`src/rtl/first_fit_contiguous_allocator_top_defines.svh`:
```
// Assertion macros for the first-fit contiguous allocator.
// Used by the top level; no other dependencies.
`ifndef FIRST_FIT_CONTIGUOUS_ALLOCATOR_TOP_DEFINES_SVH
`define FIRST_FIT_CONTIGUOUS_ALLOCATOR_TOP_DEFINES_SVH

`ifndef SYNTHESIS
// Check a property on every rising edge, masked while reset is held
`define FFCA_ASSERT(lbl, clk, rst_n, prop, msg) \
    lbl: assert property (@(posedge clk) disable iff (!rst_n) prop) else $error(msg);
// Check a property on every rising edge, reset included
`define FFCA_ASSERT_ALWAYS(lbl, clk, prop, msg) \
    lbl: assert property (@(posedge clk) prop) else $error(msg);
`else
`define FFCA_ASSERT(lbl, clk, rst_n, prop, msg)
`define FFCA_ASSERT_ALWAYS(lbl, clk, prop, msg)
`endif

`endif

```
`src/rtl/ffca_pkg.sv`:
```
// Shared types and constants for the first-fit contiguous allocator.
// No dependencies.
`default_nettype none

package ffca_pkg;

    // Default number of storage blocks in the used map
    localparam int NUM_BLOCKS_DEF = 128;

    // Fixed field widths
    localparam int CFG_W   = 8;
    localparam int LEN_W   = 8;
    localparam int START_W = 7;

    // Reset value of the blocks-in-use register
    localparam logic [CFG_W-1:0] CFG_RESET = 8'd128;

    // Sequencer states
    typedef enum logic [2:0] {
        S_CLEAR,
        S_IDLE,
        S_SCAN,
        S_MARK,
        S_RESULT
    } t_state;

endpackage

`default_nettype wire

```
`src/rtl/first_fit_contiguous_allocator_top.sv`:
```
// First-fit contiguous allocator: one bitmap RAM, scan then mark sequencer.
// Per request: accept, scan up to the limit, mark the granted run, then hand over the result.
// Requests are handled one at a time: a new one is taken only in the idle state; scan and mark
// go one block at a time through the single-bit read and write ports of the used-map RAM.
// Reset: synchronous, active low; afterwards a clearing pass over all NUM_BLOCKS entries empties the
// map and holds off requests (configuration writes are taken throughout).
`default_nettype none
`include "first_fit_contiguous_allocator_top_defines.svh"

module first_fit_contiguous_allocator_top
    import ffca_pkg::*;
#(
    parameter int NUM_BLOCKS = NUM_BLOCKS_DEF
) (
    input  wire logic                 i_clk,
    input  wire logic                 i_rst_n,
    // configuration write channel
    input  wire logic                 i_cfg_valid,
    output logic                      o_cfg_ready,
    input  wire logic [CFG_W-1:0]     i_cfg_data,
    // request channel
    input  wire logic                 i_in_valid,
    output logic                      o_in_stall,
    input  wire logic [LEN_W-1:0]     i_request_length,
    // result channel
    output logic                      o_out_valid,
    input  wire logic                 i_out_stall,
    output logic                      o_granted,
    output logic [START_W-1:0]        o_run_start
);

    localparam int AW = (NUM_BLOCKS > 1) ? $clog2(NUM_BLOCKS) : 1;
    localparam int CW = $clog2(NUM_BLOCKS + 1);
    localparam int LW = (CW > CFG_W) ? CW : CFG_W;

    // Used-map RAM
    logic r_mem [NUM_BLOCKS];
    logic r_rd_data;

    // Control and working registers
    t_state              r_state, n_state;
    logic [CFG_W-1:0]    r_blocks_in_use;
    logic [LEN_W-1:0]    r_want, n_want;
    logic [CW-1:0]       r_limit, n_limit;
    logic [CW-1:0]       r_addr, n_addr;
    logic                r_rd_valid, n_rd_valid;
    logic [AW-1:0]       r_rd_idx, n_rd_idx;
    logic [LEN_W-1:0]    r_run, n_run;
    logic [AW-1:0]       r_first, n_first;
    logic [AW-1:0]       r_mark_addr, n_mark_addr;
    logic [LEN_W-1:0]    r_mark_cnt, n_mark_cnt;
    logic [AW-1:0]       r_clr_addr, n_clr_addr;
    logic                r_found, n_found;
    logic                r_out_valid, n_out_valid;
    logic                r_granted, n_granted;
    logic [START_W-1:0]  r_start, n_start;

    logic                rd_en;
    logic                wr_en;
    logic                wr_data;
    logic [AW-1:0]       wr_addr;
    logic                in_xfer;
    logic                out_free;
    logic [LW-1:0]       cfg_ext;
    logic [CW-1:0]       limit_now;
    logic [AW-1:0]       hit_first;
    logic                hit;

    assign o_cfg_ready   = 1'b1;
    assign o_in_stall    = (r_state != S_IDLE);
    assign o_out_valid   = r_out_valid;
    assign o_granted     = r_granted;
    assign o_run_start   = r_start;

    assign in_xfer  = i_in_valid && !o_in_stall;
    assign out_free = !r_out_valid || !i_out_stall;

    // Saturate the configured count at the map size
    assign cfg_ext   = LW'(r_blocks_in_use);
    assign limit_now = (cfg_ext < LW'(NUM_BLOCKS)) ? CW'(cfg_ext) : CW'(NUM_BLOCKS);

    // Scan decision on the returned bit
    assign hit_first = (r_run == '0) ? r_rd_idx : r_first;
    assign hit       = r_rd_valid && !r_rd_data && ((r_run + LEN_W'(1)) == r_want);

    // Hold the configuration register
    always_ff @(posedge i_clk) begin
        if (!i_rst_n) begin
            r_blocks_in_use <= CFG_RESET;
        end else if (i_cfg_valid && o_cfg_ready) begin
            r_blocks_in_use <= i_cfg_data;
        end
    end

    // Used-map RAM: one write port, one registered read port
    always_ff @(posedge i_clk) begin
        if (wr_en) begin
            r_mem[wr_addr] <= wr_data;
        end
        if (rd_en) begin
            r_rd_data <= r_mem[r_addr[AW-1:0]];
        end
    end

    // Control registers
    always_ff @(posedge i_clk) begin
        if (!i_rst_n) begin
            r_state     <= S_CLEAR;
            r_clr_addr  <= '0;
            r_rd_valid  <= 1'b0;
            r_out_valid <= 1'b0;
        end else begin
            r_state     <= n_state;
            r_clr_addr  <= n_clr_addr;
            r_rd_valid  <= n_rd_valid;
            r_out_valid <= n_out_valid;
        end
    end

    // Working and payload registers
    always_ff @(posedge i_clk) begin
        r_want      <= n_want;
        r_limit     <= n_limit;
        r_addr      <= n_addr;
        r_rd_idx    <= n_rd_idx;
        r_run       <= n_run;
        r_first     <= n_first;
        r_mark_addr <= n_mark_addr;
        r_mark_cnt  <= n_mark_cnt;
        r_found     <= n_found;
        r_granted   <= n_granted;
        r_start     <= n_start;
    end

    // Sequencer: clear, accept, scan, mark, hand over the result
    always_comb begin
        n_state     = r_state;
        n_want      = r_want;
        n_limit     = r_limit;
        n_addr      = r_addr;
        n_rd_valid  = 1'b0;
        n_rd_idx    = r_rd_idx;
        n_run       = r_run;
        n_first     = r_first;
        n_mark_addr = r_mark_addr;
        n_mark_cnt  = r_mark_cnt;
        n_clr_addr  = r_clr_addr;
        n_found     = r_found;
        n_out_valid = r_out_valid;
        n_granted   = r_granted;
        n_start     = r_start;
        rd_en       = 1'b0;
        wr_en       = 1'b0;
        wr_data     = 1'b0;
        wr_addr     = r_clr_addr;

        // Drop the result once taken
        if (r_out_valid && !i_out_stall) begin
            n_out_valid = 1'b0;
        end

        unique case (r_state)
            S_CLEAR: begin
                wr_en      = 1'b1;
                wr_data    = 1'b0;
                wr_addr    = r_clr_addr;
                n_clr_addr = r_clr_addr + AW'(1);
                if (CW'(r_clr_addr) == CW'(NUM_BLOCKS - 1)) begin
                    n_state = S_IDLE;
                end
            end
            S_IDLE: begin
                if (in_xfer) begin
                    n_want  = i_request_length;
                    n_limit = limit_now;
                    n_addr  = '0;
                    n_run   = '0;
                    n_first = '0;
                    n_found = 1'b0;
                    if (i_request_length == '0 || limit_now == '0) begin
                        n_state = S_RESULT;
                    end else begin
                        n_state = S_SCAN;
                    end
                end
            end
            S_SCAN: begin
                // Issue the next read while the previous bit is checked
                if (r_addr < r_limit) begin
                    rd_en      = 1'b1;
                    n_rd_valid = 1'b1;
                    n_rd_idx   = r_addr[AW-1:0];
                    n_addr     = r_addr + CW'(1);
                end
                if (r_rd_valid) begin
                    if (r_rd_data) begin
                        n_run = '0;
                    end else begin
                        n_run   = r_run + LEN_W'(1);
                        n_first = hit_first;
                    end
                end
                if (hit) begin
                    n_rd_valid  = 1'b0;
                    n_found     = 1'b1;
                    n_mark_addr = hit_first;
                    n_mark_cnt  = r_want;
                    n_state     = S_MARK;
                end else if (r_rd_valid && r_addr == r_limit) begin
                    n_state = S_RESULT;
                end
            end
            S_MARK: begin
                wr_en       = 1'b1;
                wr_data     = 1'b1;
                wr_addr     = r_mark_addr;
                n_mark_addr = r_mark_addr + AW'(1);
                n_mark_cnt  = r_mark_cnt - LEN_W'(1);
                if (r_mark_cnt == LEN_W'(1)) begin
                    n_state = S_RESULT;
                end
            end
            S_RESULT: begin
                if (out_free) begin
                    n_out_valid = 1'b1;
                    n_granted   = r_found;
                    n_start     = r_found ? START_W'(r_first) : '0;
                    n_state     = S_IDLE;
                end
            end
            default: begin
                n_state = S_IDLE;
            end
        endcase
    end

    // Checks
    `FFCA_ASSERT(a_clear_stalls, i_clk, i_rst_n, r_state == S_CLEAR |-> o_in_stall, "clear")
    `FFCA_ASSERT(a_scan_in_range, i_clk, i_rst_n, rd_en |-> r_addr < r_limit, "read past limit")
    `FFCA_ASSERT(a_mark_nonzero, i_clk, i_rst_n, r_state == S_MARK |-> r_mark_cnt != '0, "mark")
    `FFCA_ASSERT(a_reject, i_clk, i_rst_n, r_out_valid && !r_granted |-> r_start == '0, "start")

endmodule

`default_nettype wire

```
`config.mk`:
```
export PLATFORM = sky130hd
export DESIGN_NAME = first_fit_contiguous_allocator_top
export DESIGN_NICKNAME = d
export VERILOG_FILES = /design/src/rtl/ffca_pkg.sv /design/src/rtl/first_fit_contiguous_allocator_top.sv
export VERILOG_INCLUDE_DIRS = /design/src /design/src/rtl
export SDC_FILE = /design/constraint.sdc
export NUM_CORES = 1
export LEC_CHECK = 0
export ABC_CLOCK_PERIOD_IN_PS = 3800
export BUFFER_PORTS_ARGS = -buffer_cell sky130_fd_sc_hd__buf_2
export CORE_MARGIN = 4
export CORE_UTILIZATION = 50
export DETAILED_ROUTE_END_ITERATION = 8
export GPL_TIMING_DRIVEN = 0
export PLACE_DENSITY = 0.63
export SLEW_MARGIN = 40
export SYNTH_ARGS = -nofsm -noshare
export SYNTH_HDL_FRONTEND = slang
export SYNTH_SLANG_ARGS = --single-unit
```
`constraint.sdc`:
```
create_clock -name i_clk -period 3.8 [get_ports i_clk]
set_input_delay 0.57 -clock i_clk [delete_from_list [all_inputs] [get_ports i_clk]]
set_output_delay 0.57 -clock i_clk [all_outputs]
set_load 0.02 [all_outputs]
```
==> run_results.csv <==
group,metric,value,unit
clock_network,cts-root-to-sink-buffers,3,
drt,drc_errors,0,
sta,final.min_clock_period,3220,ps
critical_path,critical_path_peak_fanout,77,
layout,fin_area,0.0114,mm^2
clock_network,numCtsBuffers,23,
die,placeable_core_area,0.0197,mm^2
layout,register_area,0.00638,mm^2
clock_network,worstSkewPairLatency,500,ps
sta,grt_setup_unrepaired,"false",
critical_path,timing.critical_path.arrival,3420,ps
synth,netlist_top_cells_area,"sky130_fd_sc_hd__edfxtp_1 59%, sky130_fd_sc_hd__mux4_2 7.6%, sky130_fd_sc_hd__nor2_1 6.6%",
synth,synth_top_area_cell,"sky130_fd_sc_hd__edfxtp_1",
grt,grt_max_degree,78,
layout,area_delta_synth_final,12.3,%
synth,post_synth_num_cell_types,50,
synth,postSynthNetCount,829,
place,dpl_worst_slack,593,ps
die,die_width,150,um
synth,synthesis.instances,793,
drt,initialDrtViolationCount,660,
synth,ys_async_sr_fraction,0,%
drt,routed-via-count,6438,
critical_path,critical-path-slowest-cell,"sky130_fd_sc_hd__buf_6",
critical_path,end_kind,"flip-flop",
synth,seq_area_frac_synth,62.9,%
synth,syn-cell-area,0.0101,mm^2
grt,initial_antenna_violation_count,0,
status,run_status,"complete, no violations",
critical_path,path_cells,"clkbuf_1 > nand2b_1 > or2_1 > inv_1 > buf_6 > nand3_1 > nand2_1 > nand3_1 > clkbuf_1 > nor2_1",
synth,synth-warning-count,0,
drt,routedWlPerCell,19.6,um
sta,maxSlewViolCount,0,
sta,clock.fmax,310,MHz
sta,setup-violations-final,0,
die,initial_core_util,51.4,%
drt,totalWireLength,22.2,mm
clock_network,clkSinkCount,219,
die,rows,51,
sta,layout_worst_path_cycle_share,84.8,%
clock_network,post_cts_resize_count,0,
synth,synthesis.area_per_instance,12.8,um^2
power,vdd_ir_drop_max,378,uV
critical_path,longest_individual_stage_delay_on_the_worst_path,440,ps
clock_network,hold_buffers,0,
min_path,worstHoldPathType,"in -> reg",
place,detailed_place.area,0.0107,mm^2
job,drv.max_cap_violation_count,0,
clock_network,ctsHtreeMaxLevel,1,
place,finalWeightedCongestion,0.874,
place,hpwlAfterDp,15.5,mm
clock_network,clock_tree_from_tritoncts,"built",
synth,synthMostInstantiatedCell,"sky130_fd_sc_hd__edfxtp_1",
clock_network,postCtsSetupBuffers,0,
power,power.leakage,3.93,nW
layout,insertedDiodeCount,0,
layout,final.fill_count,1594,
clock_network,clock-root-buffer,"sky130_fd_sc_hd__clkbuf_16",
layout,layout_cell_share_with_drive_strength_beyond_1,13.0,%
critical_path,required,4000,ps
drt,routed_antenna_nets,0,
place,port_buffers,29,
sta,finalWorstSetupSlack,579,ps
drt,routed_via_count_divided_by_cell_count,5.70,
synth,post_synth_top_flop,"sky130_fd_sc_hd__edfxtp_1",
die,fp.dieH,150,um
critical_path,sort_of_element_at_the_start_of_the_critical_path,"flip-flop",
power,finalPower,6.72,mW
layout,finalCoreUtilization,57.8,%
critical_path,worst-setup-path-type,"reg -> reg",
synth,post_synth_most_frequent_cells,"199 x sky130_fd_sc_hd__edfxtp_1, 177 x sky130_fd_sc_hd__nor2_1, 67 x sky130_fd_sc_hd__nand2_1",
power,power.density_cell_area,590,mW/mm^2
grt,global_route.overflow_total,0,
grt,grt_use_total,20.1,%
layout,multiInputGateArea,0.00355,mm^2
layout,finalNetCount,884,
sta,worst_clock_skew,7.15,ps
die,io_pins,32,
critical_path,worst_path_dominant_cell_family,"simple AND/OR/NAND/NOR gates",
drt,first_pass_iters,5,
critical_path,timing.critical_path.buf_inv,4,
synth,synth_seq_cells,219,
clock_network,path_clk_slew,60,ps
sta,final_hold_viol_count,0,
sta,tightestPinTransition,794,ps
grt,vias_in_the_first_global_route,6509,
grt,global_route_wire_length_before_repair,34.9,mm
synth,netlist.area_leader.share,58.9,%
die,design.die.area,0.0226,mm^2
synth,post_synth_edffs,199,
sta,slew_limit_headroom,46.5,%
-- where the power goes --
group / internal (mW) / switching, mW
clock: 1.32 / 0.866
combinational: 0.557 / 0.934
sequential: 2.89 / 0.157
-- cells by family after synthesis --
family,after synthesis,share of synthesized area (%)
XOR/XNOR,36,3.81
AND/OR/NAND/NOR,348,15.2
buffers and inverters,53,2.26
other,1,0.0370
AO/OA/AOI/OAI,56,3.31
multiplexers,65,10.6
adder cells (fa/ha/maj),15,1.85
flip-flops,219,62.9
-- per-stage QoR --
step	instances	setup TNS (ps)	hold slack, ps
after floorplan	793	0	452
after global placement	1087	-22640	478
after detailed placement	1088	0	513
after CTS	1129	0	243
after global routing	1129	0	252
final	1129	0	264
-- state kept, by name, summed over array words and instances, names as in the netlist, 3 cells and up --
register / count
cfg_ext: 8
o_run_start: 7
r_addr: 8
r_clr_addr: 7
r_first: 7
r_limit: 8
r_mark_addr: 7
r_mark_cnt: 8
r_mem: 128
r_rd_idx: 7
r_run: 8
r_state: 3
r_want: 8
-- per-layer routing --
metal / up-vias / track usage, % / part of all wire (%) / wire length (um)
li1: 2982 / - / - / -
met5: - / 0 / 0 / 0
met2: 195 / 33.6 / 49 / 10800
met4: 0 / 4.67 / 1.9 / 429
met3: 33 / 3.55 / 6.0 / 1330
met1: 3228 / 27.8 / 43 / 9610
-- cell usage in the layout, fill, tap and decap left out, types with 2 or more instances in the layout --
cell type | netlist | routed
sky130_fd_sc_hd__nand2b_1 | 7 | 7
sky130_fd_sc_hd__nand3b_1 | 6 | 6
sky130_fd_sc_hd__clkinv_2 | 0 | 5
sky130_fd_sc_hd__buf_1 | 2 | 2
sky130_fd_sc_hd__a21oi_1 | 16 | 15
sky130_fd_sc_hd__nor4_1 | 4 | 4
sky130_fd_sc_hd__nor3b_1 | 2 | 2
sky130_fd_sc_hd__and2_1 | 11 | 11
sky130_fd_sc_hd__nor2_1 | 177 | 177
sky130_fd_sc_hd__a22oi_1 | 2 | 2
sky130_fd_sc_hd__a211oi_1 | 2 | 2
sky130_fd_sc_hd__a21o_1 | 2 | 2
sky130_fd_sc_hd__o21ai_0 | 18 | 16
sky130_fd_sc_hd__xor3_1 | 2 | 2
sky130_fd_sc_hd__dfxtp_1 | 20 | 20
sky130_fd_sc_hd__and3_1 | 7 | 7
sky130_fd_sc_hd__clkbuf_1 | 19 | 26
sky130_fd_sc_hd__bufinv_16 | 0 | 3
sky130_fd_sc_hd__ha_1 | 15 | 15
sky130_fd_sc_hd__clkinv_1 | 0 | 2
sky130_fd_sc_hd__xnor3_1 | 3 | 3
sky130_fd_sc_hd__nor2b_1 | 12 | 12
sky130_fd_sc_hd__mux2i_1 | 31 | 31
sky130_fd_sc_hd__mux4_2 | 34 | 34
sky130_fd_sc_hd__nand4b_1 | 2 | 2
sky130_fd_sc_hd__inv_1 | 20 | 20
sky130_fd_sc_hd__buf_6 | 2 | 3
sky130_fd_sc_hd__or3_1 | 7 | 7
sky130_fd_sc_hd__xor2_1 | 17 | 17
sky130_fd_sc_hd__o31ai_1 | 6 | 5
sky130_fd_sc_hd__edfxtp_1 | 199 | 199
sky130_fd_sc_hd__o21ai_1 | 1 | 3
sky130_fd_sc_hd__nand4_1 | 5 | 5
sky130_fd_sc_hd__nor3_1 | 9 | 8
sky130_fd_sc_hd__buf_2 | 9 | 37
sky130_fd_sc_hd__nand3_1 | 27 | 27
sky130_fd_sc_hd__clkbuf_16 | 0 | 23
sky130_fd_sc_hd__nand2_1 | 67 | 67
sky130_fd_sc_hd__a31oi_1 | 2 | 2
sky130_fd_sc_hd__xnor2_1 | 14 | 14
-- layout make-up --
cell class                      count  area share, %
Clock buffer                       30           5.29
Buffer                             33           1.41
Multi-Input combinational cell    521           31.2
Timing Repair Buffer               30           1.45
Tap cell                          265           2.91
Clock inverter                     11           1.12
Sequential cell                   219           56.0
Inverter                           20          0.659
-- worst paths after layout --
kind / to / slack [ps] / from / depth (start not counted)
setup / recovery: r_mem[43] / 580 / r_state[2] / 10
hold / removal: r_want[0] / 260 / i_request_length[0] / 1
setup reg to reg: r_mem[43] / 580 / r_state[2] / 10
hold reg to reg: cfg_ext[4] / 520 / cfg_ext[4] / 2
Note: power is estimated with default switching activity, not from simulation.
